**config.mk**
```make
export PLATFORM = sky130hd
export DESIGN_NAME = tlbpt_ram
export DESIGN_NICKNAME = d
export VERILOG_FILES = /design/src/tlbpt_ram.sv
export SDC_FILE = /design/constraint.sdc
export NUM_CORES = 2
export LEC_CHECK = 0
export ABC_CLOCK_PERIOD_IN_PS = 2500
export BUFFER_PORTS_ARGS = -buffer_cell sky130_fd_sc_hd__buf_2
export CORE_ASPECT_RATIO = 0.7
export CORE_MARGIN = 5
export CORE_UTILIZATION = 56
export CTS_CLUSTER_DIAMETER = 200
export DETAILED_ROUTE_END_ITERATION = 12
export MAX_ROUTING_LAYER = met4
export PLACE_DENSITY = 0.82
export SLEW_MARGIN = 20
export SYNTH_ARGS = -nofsm -noshare
export SYNTH_HDL_FRONTEND = slang
export SYNTH_SLANG_ARGS = --single-unit
```
**constraint.sdc**
```tcl
create_clock -name clk -period 2.5 [get_ports clk]
set_input_delay 0.375 -clock clk [delete_from_list [all_inputs] [get_ports clk]]
set_output_delay 0.375 -clock clk [all_outputs]
set_load 0.02 [all_outputs]
```
**src/tlbpt_ram.sv**
```systemverilog
// Generic single-write, single-read synchronous RAM with registered read data.
// No dependencies.
module tlbpt_ram #(
  parameter int WIDTH = 8,
  parameter int DEPTH = 256
) (
  input  logic                     clk,
  input  logic                     we,
  input  logic [$clog2(DEPTH)-1:0] waddr,
  input  logic [WIDTH-1:0]         wdata,
  input  logic [$clog2(DEPTH)-1:0] raddr,
  output logic [WIDTH-1:0]         rdata
);

  logic [WIDTH-1:0] mem [DEPTH];
  logic [WIDTH-1:0] rdata_r;

  always_ff @(posedge clk) begin
    if (we) begin
      mem[waddr] <= wdata;
    end
    rdata_r <= mem[raddr];
  end

  assign rdata = rdata_r;

endmodule

```
==> results by group <==
Final layout
  • Area grow syn2layout: 16.1%
  • Fraction of layout cells with a size suffix above 1: 31.5%
  • Final net count: 4388
  • Fillers: 8297
  • Final Cell Area: 92400 um2

Power and ir drop
  • PwrDens: 751 nW/um2
  • Maximum VDD drop: 822 uV
  • Pwr Total: 69400 uW
  • Leak pwr: 0.0299 uW

Drt
  • Final wirelength: 218 mm
  • # DRC: 0
  • WL/cell: 34.1 um
  • Vias: 43800
  • Iteration-0 DRC Markers: 8491
  • DRT Pass-1 Iters: 6
  • Post-route ant nets: 0
  • Vias per inst: 6.85

Floorplan
  • Row cnt: 115
  • I/O pins: 34
  • Total die area: 150000 um2
  • Die Wd: 461 um
  • Die height: 325 um
  • Initial Utilization: 56.5%
  • Core region area: 141000 um2

Clock network
  • Clk root buf: clkbuf_16
  • Longest Clk Path Bufs: 3
  • Clock latency on the worst-skew pair: 0.81 ns
  • CTS tree: yes
  • CTS clock-pin slew for the worst setup and hold paths: 0.07 ns
  • Num Clock Sinks: 2056
  • CTS Buf Count: 173
  • Max H-tree Level: 4

Global route
  • Initial antenna violation count: 12
  • Vias in the first global route: 43900
  • Total grt overflow: 0
  • Tot GR Track Use: 30.0%
  • Largest net degree at the start of global routing: 105
  • First-pass GRT wire length: 313 mm

Worst setup path
  • Crit Path Class: flip-flop to flip-flop
  • Worst Setup End Kind: flip-flop
  • Worst-path maximum fanout: 1
  • Worst EP required: 3.22 ns
  • Worst R2R Setup Slack: -0.05 ns
  • Element type at the critical path start: flip-flop
  • Data arrival, critical path: 3.27 ns
  • CP max stage cell: nor3_1
  • Critical-path cell list: mux4_2 > nor2b_1 > a211oi_1 > buf_4 > nor3_1 > nor4_2 > buf_4 > nor4_2
  • Critical path's largest stage delay: 0.84 ns

Place
  • Count of buffers from port buffering: 33
  • RePlAce Congestion: 0.929
  • DP Area: 86600 um2
  • Dpl hpwl: 134 mm

Outcome
  • Status: finished with violations
  • Violated checks: setup timing

Min path
  • Worst Hold Class: input port to flip-flop

Logic synthesis
  • Main synth FF type: edfxtp_1
  • Yosys cell types: 55
  • Cell Area, Synth: 79600 um2
  • Synthesis-stage register bit count: 2056
  • Asr flop ratio synth: 0%
  • Post-Syn Area per Cell: 21.3 um2
  • Yosys warns: 0
  • Cells after synthesis: 3733
  • Seq/Total Area, Yosys: 77.5%
  • Number of synthesized flops with an enable pin: 2048
  • Post-Syn Nets: 3759

STA
  • Final setup violation count: 1
  • Final Hold Viols: 0
  • Tcrit/Tclk final: 102%
  • Peak Freq: 0.392 GHz
  • Rel. slew slack: 28.9%
  • Min cycle time layout: 2.55 ns
  • Unrepaired setup endpoints after global routing: false
  • Measured slew at the worst slew-check pin: 1.06 ns
  • PnR worst setup slack: -0.0524 ns
  • Slew Limit Fails: 0
  • Clock skew: 0.0375 ns

Flow run
  • Max cap viols: 0
## area by class of cell
cell class                 count  area, um2  share of cell area (%)
multi-input combinational   1442      16600                    18.0
antenna                       18       45.0                  0.0488
clock buffer                 213       4640                    5.02
tap                         1872       2340                    2.54
inverter                       2       7.51                 0.00813
clock inverter               101        950                    1.03
timing repair buffer         687       6140                    6.65
sequential                  2056      61700                    66.7
## power by group
part           internal (uW)  switching (uW)
Sequential             38000            67.9
Combinational           1570            2530
Clock                  14800           12500
Total                  54300           15100
## critical path, delay by kind of cell (launching register included)
family | cells | cell delay, ns
AND/OR/NAND/NOR | 4 | 1.46
buffers and inverters | 2 | 0.38
flip-flops | 1 | 0.33
multiplexers | 1 | 0.23
AO/OA/AOI/OAI | 1 | 0.06
## cell families (layout without fill, tap and decap cells)
family	count (synthesis)	in the layout	synth area share, %
compound gates	385	385	3.42
buf+inv	235	1003	1.83
flops	2056	2056	77.5
mux	591	591	14.6
other cells	0	18	0
simple gates	466	466	2.63
## routing by layer
layer	global-route usage, %	vias to the layer above	share of wire, %
met4	11.6	0	4.3
met1	40.7	22100	34
li1	-	16900	-
met3	9.84	679	16
met5	-	-	0
met2	42.8	4033	46
## worst paths after layout
kind | cells past startpoint | start | endpoint
worst max-delay path | 8 | mem[97][0] | rdata[0]
worst max register to register | 8 | mem[97][0] | rdata[0]
worst min-delay path | 1 | wdata[3] | mem[119][3]
worst min register to register | 6 | mem[49][3] | rdata[3]
## cell usage in the layout (no fill, tap or decap), types with 30 or more instances in the layout
cell and count:
edfxtp_1 2048, buf_4 577, mux4_2 454, nor2_1 279, clkbuf_16 178, mux2i_1 134
a22oi_1 133, a21oi_1 95, buf_12 78, o221ai_1 46, clkinv_1 43, nand3_1 34
nand2_1 33, clkbuf_1 30
## cell usage after synthesis, types with 3 or more instances
library cell / count / area share, %
a211oi_1: 16 / 0.15
a21oi_1: 96 / 0.60
a221oi_1: 13 / 0.14
a22o_1: 8 / 0.088
a22oi_1: 133 / 1.3
and2_1: 6 / 0.047
buf_1: 22 / 0.10
buf_12: 8 / 0.20
buf_2: 31 / 0.20
buf_4: 27 / 0.25
buf_6: 21 / 0.30
buf_8: 13 / 0.25
clkbuf_1: 111 / 0.52
dfxtp_1: 8 / 0.20
edfxtp_1: 2048 / 77
mux2i_1: 134 / 1.7
mux4_2: 454 / 13
nand2_1: 33 / 0.16
nand2b_1: 8 / 0.063
nand3_1: 34 / 0.21
nand4_1: 10 / 0.079
nor2_1: 282 / 1.3
nor2b_1: 31 / 0.24
nor3_1: 22 / 0.14
nor4_1: 24 / 0.19
nor4_2: 3 / 0.047
o211ai_1: 10 / 0.094
o21ai_0: 10 / 0.063
o221ai_1: 46 / 0.51
o22a_1: 5 / 0.055
o22ai_1: 28 / 0.22
o32ai_1: 4 / 0.044
or2_2: 4 / 0.031
## flip-flops by register name, indices dropped and copies added, names as in the netlist
name   cells
mem     2048
rdata      8
## what timing repair did
action	CTS	global route
pin swaps	1	1
setup endpoints to repair	5	6
hold buffers	0	0
setup buffers	0	0
resized for setup	13	9
## per-stage QoR
| stage | hold slack [ns] | util, % | worst slack [ns] | TNS [ns] | instances |
|---|---|---|---|---|---|
| after floorplan | 0.474 | - | 0.187 | 0 | 3733 |
| after global placement | 0.859 | 61.5 | -0.945 | -5.54 | 6059 |
| after detailed placement | 0.861 | 61.5 | -1.03 | -5.97 | 6059 |
| after CTS | 0.0166 | 65.5 | 0.0209 | 0 | 6373 |
| after global routing | 0.0651 | 65.6 | 0.00341 | 0 | 6384 |
| final | 0.0835 | 65.6 | -0.0524 | -0.0524 | 6391 |
(Power assumes the default switching activity.)
