**src/tlbpt_pkg.sv**
```systemverilog
// Package for the TLB / page table translator: fixed address geometry,
// TLB command and result structs, and the sequencer state encoding.
// No dependencies.
package tlbpt_pkg;

  localparam int ADDR_W      = 16;
  localparam int OFFSET_BITS = 8;
  localparam int PAGE_W      = ADDR_W - OFFSET_BITS;
  localparam int PAGE_COUNT  = 1 << PAGE_W;
  localparam int FRAME_W     = 8;
  localparam int FRAME_COUNT = 1 << FRAME_W;
  localparam int CNT_W       = 9;
  localparam int TOTAL_W     = 32;

  localparam logic [CNT_W-1:0] FRAME_COUNT_C = CNT_W'(FRAME_COUNT);
  localparam logic [CNT_W-1:0] PAGE_COUNT_C  = CNT_W'(PAGE_COUNT);

  typedef struct packed {
    logic               insert;
    logic               inval;
    logic [PAGE_W-1:0]  page;
    logic [FRAME_W-1:0] frame;
  } tlb_cmd_t;

  typedef struct packed {
    logic               hit;
    logic [FRAME_W-1:0] frame;
  } tlb_res_t;

  typedef enum logic [5:0] {
    S_CLEAR = 6'b000001,
    S_IDLE  = 6'b000010,
    S_PT    = 6'b000100,
    S_LRU   = 6'b001000,
    S_SWEEP = 6'b010000,
    S_DONE  = 6'b100000
  } seq_state_t;

endpackage

```
**src/tlbpt_tlb.sv**
```systemverilog
// FIFO-replaced, fully associative TLB held in flip-flops.
// Depends on tlbpt_pkg for the command and result structs.
module tlbpt_tlb #(
  parameter int TLB_DEPTH = 16
) (
  input  logic                      clk,
  input  logic                      rst_n,
  input  logic [tlbpt_pkg::PAGE_W-1:0] lookup_page,
  input  tlbpt_pkg::tlb_cmd_t       cmd,
  output tlbpt_pkg::tlb_res_t       res
);
  import tlbpt_pkg::*;

  localparam int IW = (TLB_DEPTH > 1) ? $clog2(TLB_DEPTH) : 1;
  localparam logic [IW-1:0] LAST = IW'(TLB_DEPTH - 1);

  logic [TLB_DEPTH-1:0] valid_r, valid_nxt;
  logic [PAGE_W-1:0]    page_r  [TLB_DEPTH];
  logic [FRAME_W-1:0]   frame_r [TLB_DEPTH];
  logic [IW-1:0]        ptr_r, ptr_nxt;

  // Lowest matching index wins.
  always_comb begin
    res = '0;
    for (int i = TLB_DEPTH - 1; i >= 0; i--) begin
      if (valid_r[i] && page_r[i] == lookup_page) begin
        res.hit   = 1'b1;
        res.frame = frame_r[i];
      end
    end
  end

  always_comb begin
    valid_nxt = valid_r;
    ptr_nxt   = ptr_r;
    if (cmd.inval) begin
      for (int i = 0; i < TLB_DEPTH; i++) begin
        if (frame_r[i] == cmd.frame) begin
          valid_nxt[i] = 1'b0;
        end
      end
    end
    if (cmd.insert) begin
      valid_nxt[ptr_r] = 1'b1;
      ptr_nxt = (ptr_r == LAST) ? '0 : ptr_r + 1'b1;
    end
  end

  always_ff @(posedge clk) begin
    if (!rst_n) begin
      valid_r <= '0;
      ptr_r   <= '0;
    end else begin
      valid_r <= valid_nxt;
      ptr_r   <= ptr_nxt;
    end
  end

  always_ff @(posedge clk) begin
    if (cmd.insert) begin
      page_r[ptr_r]  <= cmd.page;
      frame_r[ptr_r] <= cmd.frame;
    end
  end

endmodule

```
**config.mk**
```make
export PLATFORM = sky130hd
export DESIGN_NAME = tlbpt_tlb
export DESIGN_NICKNAME = d
export VERILOG_FILES = /design/src/tlbpt_pkg.sv /design/src/tlbpt_tlb.sv
export SDC_FILE = /design/constraint.sdc
export NUM_CORES = 1
export LEC_CHECK = 0
export CELL_PAD_IN_SITES_DETAIL_PLACEMENT = 1
export CELL_PAD_IN_SITES_GLOBAL_PLACEMENT = 1
export CORE_MARGIN = 1.5
export CORE_UTILIZATION = 45
export DETAILED_ROUTE_END_ITERATION = 8
export DONT_BUFFER_PORTS = 1
export PLACE_DENSITY = 0.76
export SETUP_SLACK_MARGIN = 0.15
export SLEW_MARGIN = 20
export SYNTH_ARGS = -nofsm -noshare
export SYNTH_HDL_FRONTEND = slang
export SYNTH_SLANG_ARGS = --single-unit
```
**constraint.sdc**
```tcl
create_clock -name clk -period 3.3 [get_ports clk]
set_clock_uncertainty 0.2 [all_clocks]
set_input_delay 0.33 -clock clk [delete_from_list [all_inputs] [get_ports clk]]
set_output_delay 0.33 -clock clk [all_outputs]
set_load 0.05 [all_outputs]
```
==> qor.txt, run 1 <==
routed wire length -> 41.81 mm
Seq cells post-synth -> 276
Worst-Skew Late Latency -> 560 ps
max-slew violations -> 0
Total GRT Usage -> 0.2740
share of layout cells above drive strength 1 -> 0.1757
WL/cell -> 28.31 um
Area after DPL -> 13,640 um^2
Syn-to-layout area delta -> 18.22%
TritonCTS clock tree -> yes
clk root buf -> clkbuf_16
post-synthesis async set-or-reset flop share -> 0
Placement Rows -> 62
crit end category -> output port
setup slack after layout -> -264.5 ps
cell area after layout -> 15,650 um^2
syn_nets -> 1,040
Synth Flop Type -> edfxtp_1
worst path arrival time -> 3030 ps
global-route wire length before repair -> 61.26 mm
Startpoint Class -> register
nets@finish -> 1,101
Worst-path clk slew -> 60 ps
outcome -> complete, but fails checks
Die Y -> 174.5 um
mean post-synth cell area -> 13.13 um^2
Synth Instances -> 1,008
Multi-input gate area -> 5261 um^2
worst slew pin tran -> 1224 ps
RSZ-0062 raised after global routing -> yes
Starting Density -> 0.4588
Post-Syn Area -> 13,240 um^2
vias per cell -> 6.113
Post-synth EDFFs -> 256
Min Clock Period, post-route -> 3565 ps
storage element area -> 8088 um^2
initial antenna violation count -> 0
ant diodes -> 0
Post-Route Setup TNS -> -1410 ps
vias -> 9,029
R2R Setup Slk -> 1100 ps
headroom to the max-slew limit -> 0.1816
Synth area leader -> edfxtp_1
VDD IR max -> 314.7 uV
Synthesis Warnings -> 0
Crit Path Category -> register to output port
final hold violations -> 0
Yosys cell types -> 70
RD Place Congestion -> 0.8767
Synth top area share -> 0.5807
Final setup viols -> 8
First-pass DRT Iterations -> 5
fillers -> 2,864
GR Overflow Total -> 0
CP max FO -> 5
DR iter-0 viols -> 1,086
worst min path class -> primary input to register
period utilization -> 1.080
Die X -> 174.5 um
DR DRC count -> 0
largest cells by area after synthesis -> edfxtp_1, xnor2_1, xor2_1, dfxtp_1, nand4_1
Pwr Density -> 499.1 nW/um^2
core area -> 28,860 um^2
pin count of the biggest net entering global routing -> 27
Pwr Total -> 7.811 mW
Num CTS Buffers -> 30
IO Port Bufs -> 0
maxcap violations -> 0
Ports -> 37
sequential share of the synthesized area -> 0.6109
failing checks -> negative setup slack
dpl hpwl -> 24.85 mm
Antenna Nets Post-Route -> 0
number of H-tree levels -> 1
Die ar. -> 30,460 um^2
TritonCTS Sinks -> 276
Data required, critical path -> 2770 ps
vias in the first global route -> 9,395
Max Freq -> 0.2805 GHz
clock tree buffer depth -> 3
Static Leakage -> 5.235 nW
sequential cells by signal, summed over array words and instances (netlist names):
signal   flops
frame_r    128
page_r     128
valid_r     16
ptr_r        4
kinds of logic after synthesis:
logic type / share of synthesized area
compound gates: 0.06209
xor+xnor: 0.1740
fa+ha+maj: 0.003781
buf+inv: 0.03090
flops: 0.6109
mux: 0.003875
simple gates: 0.1145
worst max-delay path: stages (launching register included):
cell and delay, ps:
edfxtp_1 420, xnor2_2 200, nand4_1 150, or4b_4 570
buf_12 160, mux2_2 300, nor3_4 170, o21ai_2 90
o22ai_2 220, buf_6 190
cell usage in the layout (no fill, tap or decap), drive strengths merged, types with 11 or more instances in the layout:
cell type and instances:
edfxtp 256, inv 27, nand2 39, buf 55, nand4 39, clkbuf 45, dlygate4sd3 20, nor4 34
and2 17, o21ai 11, dfxtp 20, nor3 46, xnor2 143, nor2 30, nand3 44, xor2 114
a21oi 31
through the flow:
stage / instances / utilization / worst slack, ps / hold WS, ps
after floorplan: 1008 / - / 167.5 / 228.9
after global placement: 1375 / 0.4727 / 267.1 / 229.7
after detailed placement: 1375 / 0.4727 / 121.1 / 229.9
after CTS: 1474 / 0.5388 / -158.4 / 8.030
after global routing: 1477 / 0.5424 / -300.0 / 30.04
final: 1477 / 0.5424 / -264.5 / 34.46
where the power goes:
part / leakage (nW) / switching [mW] / internal (mW)
Combinational: 2.27 / 0.250 / 0.162
Clock: 0.493 / 1.40 / 2.12
Sequential: 2.47 / 0.0259 / 3.86
layer usage:
metal / global-route usage / vias to the layer above / routed length, um
met3: 0.05271 / 112 / 3543
met2: 0.4441 / 450 / 19420
met4: 0.09046 / 0 / 1523
li1: - / 3853 / -
met5: 0 / - / 0
met1: 0.3716 / 4614 / 17320
what timing repair did:
action                                 CTS  global route
endpoints found under the hold margin  275             0
setup endpoints to repair                9             9
buffers inserted                        22             3
pin swaps                               38            14
gates resized for setup                 94            15
hold buffers                            21             0
worst paths after layout:
| check | startpoint | end | depth (start not counted) |
|---|---|---|---|
| min | cmd[6] | valid_r[11] | 5 |
| min reg2reg | valid_r[10] | valid_r[10] | 2 |
| max reg2reg | ptr_r[2] | frame_r[1][3] | 2 |
| max | page_r[2][2] | res[2] | 9 |
cells in the mapped netlist, drive strengths merged (5+ instances only):
library cell and count:
edfxtp 256, xnor2 143, xor2 114, nor3 46, nand3 44, nand2 39
nand4 39, nor4 34, a21oi 31, nor2 30, inv 27, buf 25
clkbuf 21, dfxtp 20, and2 17, o21ai 11, a31oi 9, or3 8
a21o 7, a221oi 6, a221o 5, o2111ai 5, o211ai 5, o22ai 5
final cells by class:
cell class                 count  share of cell area
sequential                   276              0.5167
multi-input combinational    659              0.3362
clock buffer                  45             0.05548
timing repair buffer          75             0.04469
tap                          384             0.03070
clock inverter                11            0.009753
inverter                      27            0.006475
No activity file was read; power rests on OpenSTA's default activity.
==> inputs of run 2 (changes only) <==
- clock period: 3.3 -> 3.8 ns (I/O delays scaled with it)
==> run 2 against run 1 <==
  * The run now ends clean
  * Sequential share of layout area up 1.1 points
  * Flip-flop and latch count unchanged
  * Setup slack better by 390 ps
  * Register-to-register slack better by 520 ps
  * Die area unchanged
  * Final area down 2.1%
  * First-iteration DRC count down 7.3%
  * Wire length down 3.7%
  * Combinational power down 18%
  * Clock power down 16%
  * Via count down 2.7%
  * Critical endpoint is now res[0]
  * Largest cell class unchanged
==> qor.txt, run 2 (same netlist as run 1, synthesis figures left out) <==
Largest regs -> frame_r: 128 flops, page_r: 128 flops, valid_r: 16 flops
initial antenna violation count -> 1
Worst-Skew Late Latency -> 570 ps
number of H-tree levels -> 1
final hold violations -> 0
commonest non-fill, non-tap cell in the layout -> edfxtp_1
vias in the first global route -> 8,944
nets@finish -> 1,090
First-pass DRT Iterations -> 5
routed wire length -> 40.26 mm
clk root buf -> clkbuf_16
worst slew pin tran -> 1148 ps
Slowest-stage cell, CP -> or4b_4
cell mode on critical path -> buf_4
Post-Place Setup Slack -> 479.5 ps
DR iter-0 viols -> 1,007
worst-path cell chain -> xnor2_2 > nand4_1 > or4b_4 > buf_4 > nand2b_4 > a221oi_1 > o21ai_1 > o2bb2ai_1 > buf_4
largest delay contributor family on the critical path -> simple AND/OR/NAND/NOR gates
max-slew violations -> 0
worst hold margin -> 32.87 ps
part of the power in registers -> 0.507
Antenna Nets Post-Route -> 0
TritonCTS clock tree -> yes
Clock power frac -> 0.442
dpl hpwl -> 24.80 mm
Pwr Total -> 6.658 mW
VDD IR max -> 333.3 uV
Startpoint Class -> register
WL/cell -> 27.50 um
headroom to the max-slew limit -> 0.2321
Pint -> 5.216 mW
maxcap violations -> 0
Data required, critical path -> 3220 ps
Post-Route Setup TNS -> 0 ps
RSZ-0062 raised after global routing -> yes
commonest non-fill, non-tap cells in the layout -> edfxtp_1, xnor2_1, xor2_1, nand3_1, buf_4
Starting Density -> 0.4588
share of layout cells above drive strength 1 -> 0.1481
pin count of the biggest net entering global routing -> 26
Syn-to-layout area delta -> 15.76%
vias per cell -> 6.000
Crit Path Category -> register to output port
Area after DPL -> 13,560 um^2
Sw Ratio -> 0.2165
ant diodes -> 0
Layout Cells excl Fill -> 1,464
Die ar. -> 30,460 um^2
Static Leakage -> 5.049 nW
Net Switching -> 1.441 mW
fillers -> 2,900
Total GRT Usage -> 0.2617
Final setup viols -> 0
DR DRC count -> 0
setup slack after layout -> 125.8 ps
Placement Rows -> 62
worst path arrival time -> 3090 ps
Ports -> 37
Worst-path clk slew -> 60 ps
Comb pwr share -> 0.051
RD Place Congestion -> 0.9172
IO Port Bufs -> 0
Pwr Density -> 434.4 nW/um^2
CP max FO -> 7
GR Overflow Total -> 0
cell area after layout -> 15,330 um^2
placed cells -> 1,366
vias -> 8,784
core area -> 28,860 um^2
worst min path class -> primary input to register
final core utilization -> 0.5311
WP buf/inv -> 2
crit end category -> output port
Die X -> 174.5 um
period utilization -> 0.9669
Num CTS Buffers -> 30
Worst path max stage delay -> 630 ps
outcome -> finished clean
Min Clock Period, post-route -> 3674 ps
Die Y -> 174.5 um
Max Freq -> 0.2722 GHz
TritonCTS Sinks -> 276
clock tree buffer depth -> 3
global-route wire length before repair -> 58.81 mm
## run 2: changes by cell type in the layout (fill, tap and decap cells not counted), moves of 3 or more
cell     change
a31oi_1      +3
nor4_2       -3
nor4_1       +4
xnor2_1      +8
xnor2_2      -8
nor3_2       +3
buf_6        -6
## run 2: what timing repair did
item | CTS | global route
hold endpoints to repair | 275 | 0
buffers inserted | 6 | 18
hold buffers | 19 | 0
gates cloned | 0 | 1
gates resized for setup | 21 | 49
pin swaps | 6 | 17
endpoints found under the setup margin | 8 | 9
## run 2: metal layers
layer | up-vias | part of all wire | track usage
li1 | 3845 | - | -
met1 | 4494 | 0.43 | 0.3573
met2 | 374 | 0.47 | 0.4283
met3 | 71 | 0.073 | 0.04703
met4 | 0 | 0.028 | 0.07550
met5 | - | 0 | 0
## run 2: final cells by class
type,count,area (um^2),area share
clock buffers,42,835.8,0.05454
clock inverters,12,157.7,0.01029
inverters,27,101.3,0.006613
multi-input cells,660,5114,0.3337
flip-flops and latches,276,8088,0.5277
well taps,384,480.5,0.03135
repair buffers,63,549.3,0.03584
## run 2: final timing paths
| path | startpoint | to | slack, ps | cells after the start |
|---|---|---|---|---|
| setup / recovery | page_r[2][2] | res[0] | 130 | 9 |
| hold / removal | cmd[16] | valid_r[12] | 30 | 3 |
| setup reg to reg | ptr_r[2] | frame_r[1][7] | 1620 | 2 |
| hold reg to reg | valid_r[3] | valid_r[3] | 310 | 2 |
## run 2: worst min-delay path: cells and delay by family
family | cells | cell delay, ps
and+or+nand+nor | 2 | 270
AOI/OAI and AO/OA | 1 | 110
## run 2: power by group through the flow
stage	sequential (mW)	combinational, mW	clock (mW)
6_report	3.38	0.338	2.94
5_1_grt	3.38	0.360	3.08
4_1_cts	3.37	0.326	2.96
3_5_place_dp	3.44	0.235	0
3_3_place_gp	3.43	0.223	0
2_1_floorplan	3.43	0.252	0
==> inputs of run 3 (changes only) <==
- CORE_ASPECT_RATIO: unset -> 0.5
- CORE_MARGIN: 1.5 -> unset
==> run 3 against run 2 <==
  * Fmax fell by 0.51%
  * Wire length rose by 8.3%
  * Largest cell class unchanged
  * Via count rose by 4.8%
  * Sequential share of layout area rose by 0.44 points
  * Flip-flop and latch count did not move
  * Final cell count fell by 0.34%
  * Non-clock buffer count rose by 4
  * Highest routed layer unchanged
  * Combinational power rose by 5.9%
  * Final area fell by 0.82%
==> qor.txt, run 3 (same netlist as run 1, synthesis figures left out) <==
Crit Path Category -> register to output port
vias per cell -> 6.310
Die Y -> 123.3 um
headroom to the max-slew limit -> 0.2291
DR DRC count -> 0
vias in the first global route -> 9,054
dpl hpwl -> 26.34 mm
RSZ-0062 raised after global routing -> yes
Final setup viols -> 0
clock tree buffer depth -> 3
Pwr Density -> 421.1 nW/um^2
CP max FO -> 7
Syn-to-layout area delta -> 14.81%
Total GRT Usage -> 0.2848
GR Overflow Total -> 0
Data required, critical path -> 3220 ps
Worst-path clk slew -> 70 ps
number of H-tree levels -> 1
share of layout cells above drive strength 1 -> 0.1476
initial antenna violation count -> 0
final core utilization -> 0.5371
vias -> 9,207
worst slew pin tran -> 1153 ps
commonest non-fill, non-tap cells in the layout -> edfxtp_1, xnor2_1, xor2_1, buf_4
Post-Route Setup TNS -> 0 ps
pin count of the biggest net entering global routing -> 25
ant diodes -> 0
commonest non-fill, non-tap cell in the layout -> edfxtp_1
Placement Rows -> 43
nets@finish -> 1,090
Starting Density -> 0.4678
clk root buf -> clkbuf_16
TritonCTS clock tree -> yes
fillers -> 2,804
Startpoint Class -> register
Static Leakage -> 5.045 nW
outcome -> finished clean
worst min path class -> primary input to register
Die ar. -> 30,150 um^2
IO Port Bufs -> 0
Min Clock Period, post-route -> 3693 ps
Ports -> 37
RD Place Congestion -> 0.9606
routed wire length -> 43.59 mm
maxcap violations -> 0
Max Freq -> 0.2708 GHz
crit end category -> output port
First-pass DRT Iterations -> 9
VDD IR max -> 336.5 uV
period utilization -> 0.9718
worst path arrival time -> 3110 ps
global-route wire length before repair -> 61.55 mm
Pwr Total -> 6.401 mW
Num CTS Buffers -> 26
WL/cell -> 29.88 um
final hold violations -> 0
TritonCTS Sinks -> 276
DR iter-0 viols -> 1,409
max-slew violations -> 0
core area -> 28,300 um^2
Die X -> 244.6 um
Worst-Skew Late Latency -> 570 ps
Largest regs -> frame_r: 128 flops, page_r: 128 flops, valid_r: 16 flops
Antenna Nets Post-Route -> 0
-- run 3: path summary, 6_finish.rpt --
check,start,to,slack (ps),cells past startpoint
worst max-delay path,page_r[10][6],res[1],110,8
worst min-delay path,cmd[1],valid_r[2],30,4
worst max register to register,ptr_r[3],frame_r[0][7],1520,2
worst min register to register,valid_r[8],valid_r[8],300,2
-- run 3: final cells by class --
| cell class | count | area, um^2 | share of cell area |
|---|---|---|---|
| Clock buffer | 33 | 726.9 | 0.04783 |
| Tap cell | 382 | 478.0 | 0.03145 |
| Sequential cell | 276 | 8088 | 0.5321 |
| Inverter | 27 | 101.3 | 0.006668 |
| Multi-Input combinational cell | 660 | 5086 | 0.3346 |
| Timing Repair Buffer | 67 | 591.8 | 0.03894 |
| Clock inverter | 14 | 127.6 | 0.008396 |
-- run 3: critical path, cell delays in order, from the launching register on --
cell	delay, ps
edfxtp_1	410
xnor2_2	290
nand3_4	170
or3_4	410
a31oi_1	250
or3b_1	400
a211oi_2	230
o22ai_1	150
buf_4	220
-- run 3: power by group --
part           leakage, nW  internal, mW  total (mW)  switching, mW
combinational         2.15         0.136       0.358          0.222
sequential            2.47          3.35        3.37         0.0226
clock                0.421          1.49        2.67           1.18
total                 5.05          4.97        6.40           1.43
-- run 3: routing by layer --
layer  share of wire  global-route usage  vias up
met2            0.43              0.4253      555
met3            0.11             0.08900       96
met5               0                   0        -
met1            0.43              0.4025     4725
li1                -                   -     3831
met4           0.024             0.07305        0
-- run 3: stage by stage --
| step | hold WS (ps) | instances | instance area (um^2) | setup slack (ps) |
|---|---|---|---|---|
| final | 28.43 | 1459 | 15200 | 107.1 |
| after global routing | 35.59 | 1459 | 15200 | 58.28 |
| after CTS | 5.528 | 1435 | 14720 | 83.99 |
| after detailed placement | 279.7 | 1368 | 13590 | 593.8 |
| after global placement | 268.0 | 1368 | 13590 | 670.4 |
| after floorplan | 256.3 | 1008 | 13240 | 567.5 |
-- run 3: timing repair --
action / 4_1_cts / 5_1_grt
setup buffers: 1 / 23
endpoints found under the hold margin: 274 / 0
cloned: 0 / 1
pin swaps: 1 / 28
hold buffers: 19 / 0
endpoints found under the setup margin: 7 / 9
resized for setup: 12 / 52
